$ cat config.mk
export PLATFORM = sky130hd
export DESIGN_NAME = decoder_cv_store_core
export DESIGN_NICKNAME = d
export VERILOG_FILES = /design/src/design/cvs_pkg.sv /design/src/design/cvs_decode.sv /design/src/design/cvs_exec.sv /design/src/design/cvs_mem.sv /design/src/design/decoder_cv_store_core.sv
export VERILOG_INCLUDE_DIRS = /design/src /design/src/design
export SDC_FILE = /design/constraint.sdc
export NUM_CORES = 2
export LEC_CHECK = 0
export ABC_AREA = 1
export BUFFER_PORTS_ARGS = -buffer_cell sky130_fd_sc_hd__buf_2
export CAP_MARGIN = 25
export CELL_PAD_IN_SITES_DETAIL_PLACEMENT = 0
export CELL_PAD_IN_SITES_GLOBAL_PLACEMENT = 1
export CORE_ASPECT_RATIO = 2
export CORE_MARGIN = 8
export CORE_UTILIZATION = 30
export DETAILED_ROUTE_END_ITERATION = 12
export PLACE_DENSITY = 0.51
export SLEW_MARGIN = 25
export SYNTH_ARGS = -nofsm -noshare
export SYNTH_HDL_FRONTEND = slang
export SYNTH_HIERARCHICAL = 1
export SYNTH_SLANG_ARGS = --single-unit
$ cat constraint.sdc
create_clock -name clock -period 9.6 [get_ports clock]
set_input_delay 0 -clock clock [delete_from_list [all_inputs] [get_ports clock]]
set_output_delay 0 -clock clock [all_outputs]
set_load 0.02 [all_outputs]
$ cat src/design/assert_macros.svh
// ---------------------------------------------------------------------------
// assert_macros.svh
// Assertion macros for the CV store design.
// ---------------------------------------------------------------------------
`ifndef ASSERT_MACROS_SVH
`define ASSERT_MACROS_SVH

// Same-cycle implication, disabled while in reset
`define CVS_ASSERT_NOW(lbl, clk, rst, ante, cons) \
   lbl: assert property (@(posedge clk) disable iff (rst) (ante) |-> (cons)) \
      else $error("cv store assertion failed");

// Next-cycle implication, disabled while in reset
`define CVS_ASSERT_NEXT(lbl, clk, rst, ante, cons) \
   lbl: assert property (@(posedge clk) disable iff (rst) (ante) |=> (cons)) \
      else $error("cv store assertion failed");

`endif

$ cat src/design/cvs_pkg.sv
// ---------------------------------------------------------------------------
// cvs_pkg
// Shared types and constants of the CV store: request codes, register map,
// decoded request and execute result structs.
// ---------------------------------------------------------------------------
package cvs_pkg;

   // Default CV memory depth
   localparam int CV_COUNT_DEF = 256;

   // Action codes
   localparam logic [1:0] ACT_GET    = 2'd0;
   localparam logic [1:0] ACT_SET    = 2'd1;
   localparam logic [1:0] ACT_VERIFY = 2'd2;

   // Address kinds
   localparam logic [1:0] KIND_REG  = 2'd0;
   localparam logic [1:0] KIND_PAGE = 2'd1;
   localparam logic [1:0] KIND_CV   = 2'd2;
   localparam logic [1:0] KIND_BIT  = 2'd3;

   // Register map
   localparam logic [9:0] REG_FIRST    = 10'd1;
   localparam logic [9:0] REG_LOW_LAST = 10'd4;
   localparam logic [9:0] REG_CFG      = 10'd5;
   localparam logic [9:0] REG_PAGE     = 10'd6;
   localparam logic [9:0] REG_LAST     = 10'd8;
   localparam logic [9:0] REG5_CV      = 10'd29;

   // Bit access limits and page reset value
   localparam logic [3:0] BIT_COUNT  = 4'd8;
   localparam logic [7:0] PAGE_RESET = 8'd1;

   // Decoded request held in the input stage
   typedef struct packed {
      logic [1:0] action;
      logic [1:0] kind;
      logic       act_ok;
      logic       addr_ok;
      logic       is_page;
      logic       reg_low;
      logic [2:0] bit_sel;
      logic [7:0] value;
   } dec_type;

   // Execute result: state updates and response
   typedef struct packed {
      logic       mem_we;
      logic [7:0] mem_wdata;
      logic       page_we;
      logic [7:0] page_wdata;
      logic [7:0] value_out;
      logic       failed;
   } exec_type;

endpackage

$ cat src/design/cvs_decode.sv
// ---------------------------------------------------------------------------
// cvs_decode
// Decodes one request: range checks, register map and memory address.
// ---------------------------------------------------------------------------
module cvs_decode
   import cvs_pkg::*;
#(
   parameter int CV_COUNT = CV_COUNT_DEF,
   localparam int AW = $clog2(CV_COUNT)
) (
   input  logic [1:0]    action,
   input  logic [1:0]    addr_kind,
   input  logic [9:0]    location,
   input  logic [3:0]    bit_index,
   input  logic [7:0]    value_in,
   output dec_type       dec,
   output logic [AW-1:0] addr
);

   logic cv_ok;
   logic reg_ok;

   // Range checks
   assign cv_ok  = ({1'b0, location} < 11'(CV_COUNT));
   assign reg_ok = (location >= REG_FIRST) && (location <= REG_LAST);

   always_comb begin
      dec.action  = action;
      dec.kind    = addr_kind;
      dec.act_ok  = (action == ACT_GET) || (action == ACT_SET) || (action == ACT_VERIFY);
      dec.is_page = (addr_kind == KIND_REG) && (location == REG_PAGE);
      dec.reg_low = (addr_kind == KIND_REG) && reg_ok && (location <= REG_LOW_LAST);
      dec.bit_sel = bit_index[2:0];
      dec.value   = value_in;
      addr        = '0;
      unique case (addr_kind)
         KIND_REG: begin
            dec.addr_ok = reg_ok;
            if (reg_ok) begin
               addr = (location == REG_CFG) ? AW'(REG5_CV) : AW'(location);
            end
         end
         KIND_BIT: begin
            dec.addr_ok = cv_ok && (bit_index < BIT_COUNT);
            if (cv_ok) begin
               addr = AW'(location);
            end
         end
         default: begin
            dec.addr_ok = cv_ok;
            if (cv_ok) begin
               addr = AW'(location);
            end
         end
      endcase
   end

endmodule

$ cat src/design/cvs_exec.sv
// ---------------------------------------------------------------------------
// cvs_exec
// Executes one decoded request against the read CV byte and page register.
// ---------------------------------------------------------------------------
module cvs_exec
   import cvs_pkg::*;
(
   input  dec_type    dec,
   input  logic [7:0] rd_data,
   input  logic [7:0] page_value,
   output exec_type   res
);

   logic [7:0] stored;
   logic       cur;
   logic [7:0] bit_byte;
   logic       ok;
   logic [7:0] val;

   always_comb begin
      stored   = dec.is_page ? page_value : rd_data;
      cur      = rd_data[dec.bit_sel];
      bit_byte = rd_data;
      bit_byte[dec.bit_sel] = dec.value[0];
      ok       = 1'b0;
      val      = '0;
      res.mem_we     = 1'b0;
      res.mem_wdata  = dec.value;
      res.page_we    = 1'b0;
      res.page_wdata = dec.value;

      if (dec.act_ok && dec.addr_ok) begin
         // Any access to registers 1-4 resets the page register
         if (dec.reg_low) begin
            res.page_we    = 1'b1;
            res.page_wdata = PAGE_RESET;
         end
         if (dec.kind != KIND_BIT) begin
            // Byte access: register, page or CV
            unique case (dec.action)
               ACT_GET: begin
                  ok  = 1'b1;
                  val = stored;
               end
               ACT_SET: begin
                  ok  = 1'b1;
                  val = dec.value;
                  if (dec.is_page) begin
                     res.page_we    = 1'b1;
                     res.page_wdata = dec.value;
                  end else begin
                     res.mem_we = 1'b1;
                  end
               end
               default: begin
                  ok  = (stored == dec.value);
                  val = dec.value;
               end
            endcase
         end else begin
            // Single bit access
            unique case (dec.action)
               ACT_GET: begin
                  ok  = 1'b1;
                  val = {7'd0, cur};
               end
               ACT_SET: begin
                  if (dec.value[7:1] == 7'd0) begin
                     ok            = 1'b1;
                     val           = dec.value;
                     res.mem_we    = 1'b1;
                     res.mem_wdata = bit_byte;
                  end
               end
               default: begin
                  ok  = (dec.value == {7'd0, cur});
                  val = dec.value;
               end
            endcase
         end
      end

      res.value_out = ok ? val : 8'd0;
      res.failed    = !ok;
   end

endmodule

$ cat src/design/cvs_mem.sv
// ---------------------------------------------------------------------------
// cvs_mem
// CV byte memory: one write port, one registered read port with bypass of
// the write in the same cycle.
// ---------------------------------------------------------------------------
module cvs_mem
   import cvs_pkg::*;
#(
   parameter int CV_COUNT = CV_COUNT_DEF,
   localparam int AW = $clog2(CV_COUNT)
) (
   input  logic          clock,
   input  logic          wr_en,
   input  logic [AW-1:0] wr_addr,
   input  logic [7:0]    wr_data,
   input  logic          rd_en,
   input  logic [AW-1:0] rd_addr,
   output logic [7:0]    rd_data
);

   logic [7:0] mem [CV_COUNT];
   logic [7:0] rd_data_ff;

   // Write port
   always_ff @(posedge clock) begin
      if (wr_en) begin
         mem[wr_addr] <= wr_data;
      end
   end

   // Read port; take the write data when both hit the same entry
   always_ff @(posedge clock) begin
      if (rd_en) begin
         if (wr_en && (wr_addr == rd_addr)) begin
            rd_data_ff <= wr_data;
         end else begin
            rd_data_ff <= mem[rd_addr];
         end
      end
   end

   assign rd_data = rd_data_ff;

endmodule

$ cat src/design/decoder_cv_store_core.sv
// Service-mode CV store: accepts one get, set or verify request per clock
// and presents one result per clock while the result side keeps up; each
// result passes through the request stage and then the result register.
// The rate is set by the single CV memory read-modify-write per request:
// the byte is read at the request transfer and written back as the request
// leaves the request stage, with a bypass so that back-to-back requests to
// the same CV see each other's writes. After reset a clearing pass zeroes
// the CV memory, one entry a cycle; req_ready stays low until it is done.
`include "assert_macros.svh"
// ---------------------------------------------------------------------------
// decoder_cv_store_core
// Top level: request stage, CV memory, page register and result register.
// ---------------------------------------------------------------------------
module decoder_cv_store_core
   import cvs_pkg::*;
#(
   parameter int CV_COUNT = CV_COUNT_DEF
) (
   input  logic       clock,
   input  logic       reset,
   input  logic       req_valid,
   output logic       req_ready,
   input  logic [1:0] req_action,
   input  logic [1:0] req_addr_kind,
   input  logic [9:0] req_location,
   input  logic [3:0] req_bit_index,
   input  logic [7:0] req_value_in,
   output logic       rsp_valid,
   input  logic       rsp_ready,
   output logic [7:0] rsp_value_out,
   output logic       rsp_failed
);

   localparam int AW = $clog2(CV_COUNT);

   dec_type       dec;
   logic [AW-1:0] dec_addr;
   dec_type       s1_dec_ff;
   logic [AW-1:0] s1_addr_ff;
   logic          s1_valid_ff;
   logic          s1_advance;
   logic          req_xfer;
   exec_type      exe;
   logic [7:0]    rd_data;
   logic [7:0]    page_ff;
   logic          clr_busy_ff;
   logic [AW-1:0] clr_addr_ff;
   logic          mem_we;
   logic [AW-1:0] mem_waddr;
   logic [7:0]    mem_wdata;
   logic          rsp_valid_ff;
   logic [7:0]    rsp_value_out_ff;
   logic          rsp_failed_ff;

   // Handshake
   assign s1_advance = s1_valid_ff && (!rsp_valid_ff || rsp_ready);
   assign req_ready  = !clr_busy_ff && (!s1_valid_ff || s1_advance);
   assign req_xfer   = req_valid && req_ready;

   cvs_decode #(.CV_COUNT(CV_COUNT)) u_decode (
      .action    (req_action),
      .addr_kind (req_addr_kind),
      .location  (req_location),
      .bit_index (req_bit_index),
      .value_in  (req_value_in),
      .dec       (dec),
      .addr      (dec_addr)
   );

   // Memory write port: clearing pass, else the executing request
   assign mem_we    = clr_busy_ff || (s1_advance && exe.mem_we);
   assign mem_waddr = clr_busy_ff ? clr_addr_ff : s1_addr_ff;
   assign mem_wdata = clr_busy_ff ? 8'd0 : exe.mem_wdata;

   cvs_mem #(.CV_COUNT(CV_COUNT)) u_mem (
      .clock   (clock),
      .wr_en   (mem_we),
      .wr_addr (mem_waddr),
      .wr_data (mem_wdata),
      .rd_en   (req_xfer),
      .rd_addr (dec_addr),
      .rd_data (rd_data)
   );

   cvs_exec u_exec (
      .dec        (s1_dec_ff),
      .rd_data    (rd_data),
      .page_value (page_ff),
      .res        (exe)
   );

   // Clearing pass after reset
   always_ff @(posedge clock) begin
      if (reset) begin
         clr_busy_ff <= 1'b1;
         clr_addr_ff <= '0;
      end else if (clr_busy_ff) begin
         clr_addr_ff <= clr_addr_ff + 1'b1;
         if (clr_addr_ff == AW'(CV_COUNT - 1)) begin
            clr_busy_ff <= 1'b0;
         end
      end
   end

   // Request stage: hold the decoded request while the read completes
   always_ff @(posedge clock) begin
      if (reset) begin
         s1_valid_ff <= 1'b0;
      end else if (req_xfer) begin
         s1_valid_ff <= 1'b1;
      end else if (s1_advance) begin
         s1_valid_ff <= 1'b0;
      end
   end

   always_ff @(posedge clock) begin
      if (req_xfer) begin
         s1_dec_ff  <= dec;
         s1_addr_ff <= dec_addr;
      end
   end

   // Page register
   always_ff @(posedge clock) begin
      if (reset) begin
         page_ff <= PAGE_RESET;
      end else if (s1_advance && exe.page_we) begin
         page_ff <= exe.page_wdata;
      end
   end

   // Result register
   always_ff @(posedge clock) begin
      if (reset) begin
         rsp_valid_ff <= 1'b0;
      end else if (s1_advance) begin
         rsp_valid_ff <= 1'b1;
      end else if (rsp_ready) begin
         rsp_valid_ff <= 1'b0;
      end
   end

   always_ff @(posedge clock) begin
      if (s1_advance) begin
         rsp_value_out_ff <= exe.value_out;
         rsp_failed_ff    <= exe.failed;
      end
   end

   assign rsp_valid     = rsp_valid_ff;
   assign rsp_value_out = rsp_value_out_ff;
   assign rsp_failed    = rsp_failed_ff;

   // Checks
   `CVS_ASSERT_NOW(a_no_req_in_clear, clock, reset, clr_busy_ff, !req_ready && !s1_valid_ff)
   `CVS_ASSERT_NOW(a_page_reset_in_clear, clock, reset, clr_busy_ff, page_ff == PAGE_RESET)
   `CVS_ASSERT_NEXT(a_stall_keeps_item, clock, reset, s1_valid_ff && !s1_advance, s1_valid_ff)
   `CVS_ASSERT_NOW(a_fail_zero_value, clock, reset, rsp_valid_ff && rsp_failed_ff, rsp_value_out_ff == 8'd0)
   `CVS_ASSERT_NOW(a_no_write_on_fail, clock, reset, s1_advance && exe.failed, !exe.mem_we)

endmodule

# After elaboration in Yosys (flattened, before gate mapping)
# Memories as Yosys holds them, arrays and structs flattened. A register that Yosys moved wholly into a read port is not among the register bits.
# Cells that the tools add are included.
dict set report totals {
  ram_bits 2048
  regBits 55
  out_inout_bits 11
  n_memories 1
  input_bits 30
  elab_cells 105
}
# memory words width rd rd_ports_with_merged_regs write_ports line_no
set mem_list {}
lappend mem_list {u_mem.mem 256 8 1 1 1 cvs_mem.sv:21} ;# logic [7:0] mem [CV_COUNT];
dict set report op_classes {
  muxes 41
  add_sub_neg 1
  n_eq_ne 10
  n_reduce_logical 29
  n_lt_le_gt_ge 7
}
# cell count
set ops {}
lappend ops {{two-way mux 8 bit} 11}
lappend ops {{two-way mux 9 bit} 6}
lappend ops {{== test 10 x 3 -> 1 bit (second input constant)} 2}
lappend ops {{two-way mux 18 bit} 1}
lappend ops {{two-way mux 1 bit} 17}
lappend ops {{one-hot mux 8 bit (2 select lines)} 1}
lappend ops {{logical AND 1 bit} 12}
lappend ops {{greater-or-equal comparator 10 x 1 -> 1 bit (second input constant)} 1}
lappend ops {{<= comparator 10 x 3 -> 1 bit (second input constant)} 1}
lappend ops {{<= comparator 10 x 4 -> 1 bit (second input constant)} 1}
lappend ops {{less-than comparator 10 x 9 -> 1 bit (second input constant)} 1}
lappend ops {{adder 8 x 1 -> 8 bit (second input constant)} 1}
lappend ops {{bitwise mux 8 bit} 1}
lappend ops {{== test 8 x 1 -> 1 bit} 1}
lappend ops {{== test 8 bit} 1}
lappend ops {{== test 8 bit (second input constant)} 1}
lappend ops {{zero test 7 bit} 1}
lappend ops {{zero test 2 bit} 3}
lappend ops {{logical OR 1 bit} 5}
lappend ops {{== test 2 x 1 -> 1 bit (second input constant)} 2}
lappend ops {{== test 2 bit (second input constant)} 2}
lappend ops {{zero test 1 bit} 4}
lappend ops {{less-than comparator 3 x 4 -> 1 bit (second input constant)} 1}
lappend ops {{less-than comparator 4 bit (second input constant)} 1}
lappend ops {{other kinds (8)} 10}

# Logic depth before layout (Yosys ltp)
dict set report depth {
  word_depth 13
  mapped_depth 22
  ltp_nobuf 20
}

# By module
# The synthesis kept the hierarchy.
# mod n_inst area_each_um2 cells_each seq_area_each_um2
set by_module_without_submodules {}
lappend by_module_without_submodules {cvs_mem 1 83547.6 7047 61739.2}
lappend by_module_without_submodules {decoder_cv_store_core 1 2123.3 202 1461.4}
lappend by_module_without_submodules {cvs_exec 1 918.4 202 0.0}
lappend by_module_without_submodules {cvs_decode 1 365.4 67 0.0}

# Worst setup path before layout
# Ideal clock, no wire load.
dict set report synth_timing {
  kind {register to register}
  from {register s1_dec_ff[18] (netlist bit)}
  to {memory u_mem.mem[0][1], data pin}
  period_less_slack_ps 8494
  stages_incl_launch_ff 8
  arrival_time_ps 7087
  setup_time_ps 1407
  slack_ps 1106
  required_time_ps 8193
  path_buffers 0
  path_cell_list {edfxtp_1 > inv_1 > nand2_1 > nor3_1 > nand2_1 > o21ai_0 > inv_1 > nor2_1}
}
# item line_no
set synth_lines {}
lappend synth_lines {{start, declared} decoder_cv_store_core.sv:38} ;# dec_type s1_dec_ff;
lappend synth_lines {{start signal, assigned} decoder_cv_store_core.sv:118} ;# s1_dec_ff <= dec;
lappend synth_lines {{end, declared} cvs_mem.sv:21}

# Final worst setup path
dict set report layout_timing {
  from {input port req_location[0]}
  to {register u_mem.rd_data_ff[4], in the netlist u_mem/rd_data[4], read port of u_mem.mem, data pin}
}
dict set report layout_via {
  elab_chain_len 4
  word_cells_on_any_way 9
  cone_classes {order compare (3); eq/ne (1); mux (4); reduce/logical (1)}
}
# item line_no
set layout_rtl {}
lappend layout_rtl {{start, declared} decoder_cv_store_core.sv:25} ;# input logic [9:0] req_location,
lappend layout_rtl {{greater-or-equal comparator 10 x 1 -> 1 bit (tied with other cells)} cvs_decode.sv:25} ;# assign reg_ok = (location >= REG_FIRST) && (location <= REG_LAST);
lappend layout_rtl {{logical AND 1 bit or two-way mux 8 bit (tied branches)} {cvs_decode.sv:25, cvs_decode.sv:40}}
lappend layout_rtl {{two-way mux 8 bit} cvs_decode.sv:39} ;# if (reg_ok) begin
lappend layout_rtl {{two-way mux 8 bit (*)} n/a}
lappend layout_rtl {{via dec_addr[0]} decoder_cv_store_core.sv:37} ;# logic [AW-1:0] dec_addr;
lappend layout_rtl {{end, declared} cvs_mem.sv:22} ;# logic [7:0] rd_data_ff;
# Mark *: on every way through the listed nets, which the timed path passes. The rest lies on a longest branch.
# A chain may end at the register's enable or synchronous reset.

==> reports/qor.csv <==
stage,metric,value,unit
status,outcome,finished clean,
yosys,asr flop ratio synth,0,%
clock_tree,cts repair resizes,0,
yosys,synth warn,6,
floorplanning,Starting Density,30.2,%
grt,Tot GR Track Use,18.9,%
critical_path,peak per-stage delay on the critical path,620,ps
critical_path,CP required,10220,ps
yosys,Synth area leaders,"edfxtp_1, nand3_1, nand2_1, buf_2, nor2_1",
clock_tree,CTS Root Buffer Type,clkbuf_16,
timing,final hold violation count,0,
drt,drt wl/cell,26.5,um
critical_path,ordered list of cells on the worst path,dlygate4sd3_1 -> buf_2 -> nor2_1 -> dlygate4sd3_1 -> nand2_1 -> nand2_1 -> nand3_2 -> a21oi_4 -> buf_4 -> inv_16 -> buf_4 -> buf_12 -> nand2_1 -> nand3_1 -> nand3_1 -> nand3_1 -> nand3_1 -> nand3_1 -> nand3_1 -> nand3_1 -> nand3_1 -> nand2_1,
final_layout,design area,97200,um2
critical_path,RR Startpoint,s1_dec_ff[15],
grt,largest net degree at the start of global routing,201,
timing,Slew @ Worst Pin,1200,ps
placement,GP Congestion,0.796,
critical_path,buffers and inverters on the worst path,7,
placement,post-DP HPWL,177000,um
floorplanning,Die Area,308000,um2
clock_tree,Post-CTS Repair Setup Buffers,0,
yosys,Cells after Synth,7518,
floorplanning,core area,288000,um2
clock_tree,Bufs on Longest Clock Path,4,
critical_path,crit end category,register,
pwr,Power per Cell Area,188,nW/um2
drt,Routed Antenna Nets,0,
yosys,Mapped Avg Cell Area,11.6,um2
clock_tree,clock-pin slew on the worst setup and hold paths,70,ps
worst_hold_path,Hold Path Origin,req_location[8],
floorplanning,Die Wd,397,um
critical_path,kind of critical path,in -> reg,
pwr,VDD IR-drop max,0.144,mV
placement,number of port buffers,40,
grt,grt ovf,0,
grt,gr busiest metal,met2,
timing,fin crit share,55.9,%
critical_path,WP data arrival,5990,ps
floorplanning,row cnt,279,
clock_tree,H-tree level count,4,
timing,worst setup margin,4230,ps
drt,Vias per Instance,5.01,
pwr,Static Leak,34.9,nW
drt,Iter 0 DRT Violations,4116,
job,max_cap viols,0,
yosys,sequential area share after synthesis,72.7,%
grt,first-pass GRT wire length,427000,um
timing,setup violators final,0,
yosys,Post-synth EDFFs,2092,
grt,global routing usage on met1,20.8,%
drt,drt first pass iters,6,
drt,final routed DRC violation total,0,
worst_hold_path,hold worst-path end,s1_dec_ff[12],
placement,Place WS,4250,ps
timing,fmax,186,MHz
yosys,Synth top area share,72.2,%
grt,met2 usage in global routing,36.2,%
yosys,#FFs+latches synth,2111,
floorplanning,Ports,41,
grt,initial antenna violation count,9,
critical_path,Slowest cell on crit path,buf_4,
critical_path,CP dominant cell by count,nand3_1,
grt,vias in the first global route,56382,
grt,M3 GR Usage,1.82,%
critical_path,Reg2Reg Capture Point,u_mem/mem[203][2],
final_layout,number of fillers in the final layout,28850,
timing,RSZ-0062 raised after global routing,false,
timing,slew margin rel.,20.2,%
yosys,main flop type after synthesis,edfxtp_1,
timing,post-layout min period,5370,ps
critical_path,R2R depth,9,
final_layout,final core utilization,33.7,%
clock_tree,CTS buffer count,196,
critical_path,"setup slack, reg-to-reg",5500,ps
yosys,cell taking the most area after synthesis,edfxtp_1,
final_layout,Final #Nets,7440,
critical_path,Worst setup SP type,primary input,
final_layout,register area,63200,um2
clock_tree,clk sinks,2111,
final_layout,share of cells above drive strength 1,6.38,%
yosys,Cell variety after synth,40,
worst_hold_path,Hold Crit Class,in -> reg,
final_layout,multi-input logic area,21000,um2
worst_hold_path,hold path cells,5,
timing,Slew Limit Fails,0,
floorplanning,Die H,777,um
drt,via count,56899,
yosys,syn nets,7551,
critical_path,crit path max fanout,163,
drt,Routed WL,301000,um
critical_path,Critical Path Stages,22,
timing,setup TNS,0,ps
clock_tree,CTS tree,done,
clock_tree,insertion delay of the later-clocked pin in the worst-skew pair,890,ps
final_layout,Area Growth Syn to Fin,11.7,%
placement,Placed Instance Area,90700,um2
critical_path,CP top delay family,buffers and inverters,
timing,Layout Skew,57.0,ps
yosys,Post-Syn Area,87000,um2
## power by group
group          switching (mW)  internal, mW
logic                   0.564         0.165
clock network            3.48          4.08
registers             0.00387          9.98
## timing repair
| action | CTS | global route |
|---|---|---|
| setup endpoints to repair | 0 | 0 |
| hold buffers | 54 | 0 |
| hold endpoints to repair | 94 | 0 |
## layout by cell type (no fill, tap or decap), drive strengths merged
cell type,count
clkinv,84
or2,2
nor3b,3
ha,3
a21oi,13
nor4,2
nor4b,1
diode,4
buf,144
edfxtp,2092
nor3,6
dfxtp,19
o41ai,1
xor2,2
nand4,6
clkinvlp,5
dlygate4sd3,54
nand2,2271
o21ai,26
o22ai,6
nor2,374
inv,124
bufinv,12
clkbuf,239
a31oi,3
nand3,2060
## metal layers
metal  vias up  routed length, um
met5         -                  8
met4         2              16800
met3       470              10300
met2      1355             163000
met1     28844             110000
li1      26228                  -
## through the flow
step	hold slack (ps)	power (mW)	std cells
finish	148	18.3	11349
global route	137	18.8	11346
CTS	81.3	18.5	11344
detailed placement	179	10.9	10947
global placement	181	10.9	10945
floorplan	69.1	10.6	7518
## area by class of cell
class,count,area share (%)
sequential,2111,65.0
multi-input combinational,4779,21.6
clock buffer,239,5.24
tap,3793,4.88
timing repair buffer,198,1.86
clock inverter,104,0.840
inverter,121,0.520
antenna,4,0.0103
## worst max-delay path by stage
stage                                  end        startpoint  slack, ps
after floorplan            u_mem/mem[0][1]     s1_dec_ff[18]       1110
after CTS                 u_mem/rd_data[0]   req_location[0]       4450
after global placement    u_mem/rd_data[2]  req_addr_kind[0]       4150
after global routing      u_mem/rd_data[7]   req_location[0]       4020
final                     u_mem/rd_data[4]   req_location[0]       4230
after detailed placement  u_mem/rd_data[0]  req_addr_kind[0]       4250
## logic make-up after synthesis
| kind of cell | share of synthesized area, % |
|---|---|
| buffers and inverters | 3.37 |
| xor gates and xnor gates | 0.0201 |
| and+or+nand+nor | 23.6 |
| adders and majority gates | 0.0432 |
| DFF | 72.7 |
| AOI/OAI and AO/OA | 0.304 |
## flip-flops by register name, summed over array words and instances (netlist names)
register / count
u_mem/mem: 2048
page_ff: 8
rsp_value_out: 8
clr_addr_ff: 8
s1_addr_ff: 8
rsp_failed: 1
clr_busy_ff: 1
u_mem/rd_data: 8
s1_valid_ff: 1
rsp_valid: 1
s1_dec_ff: 19
## cells in the mapped netlist, types with 10 or more instances
library cell  count
dfxtp_1          19
buf_1            55
buf_6            10
buf_2           298
buf_4            31
clkbuf_1        113
nor2_1          364
inv_1           110
nand2_2          15
nand3_1        2056
a21oi_1          12
edfxtp_1       2092
o21ai_0          24
nand2_1        2254
## worst reg2reg max path: stages, from the launching register on
cell and delay (ps):
edfxtp_1 330, nand2_1 250, nor3_1 330, nand2_1 250, o41ai_1 120, nand2_1 110
nand2_1 90, buf_4 360, nand3_1 750, nor2_1 1070
Power figures use the tool's default switching activity.
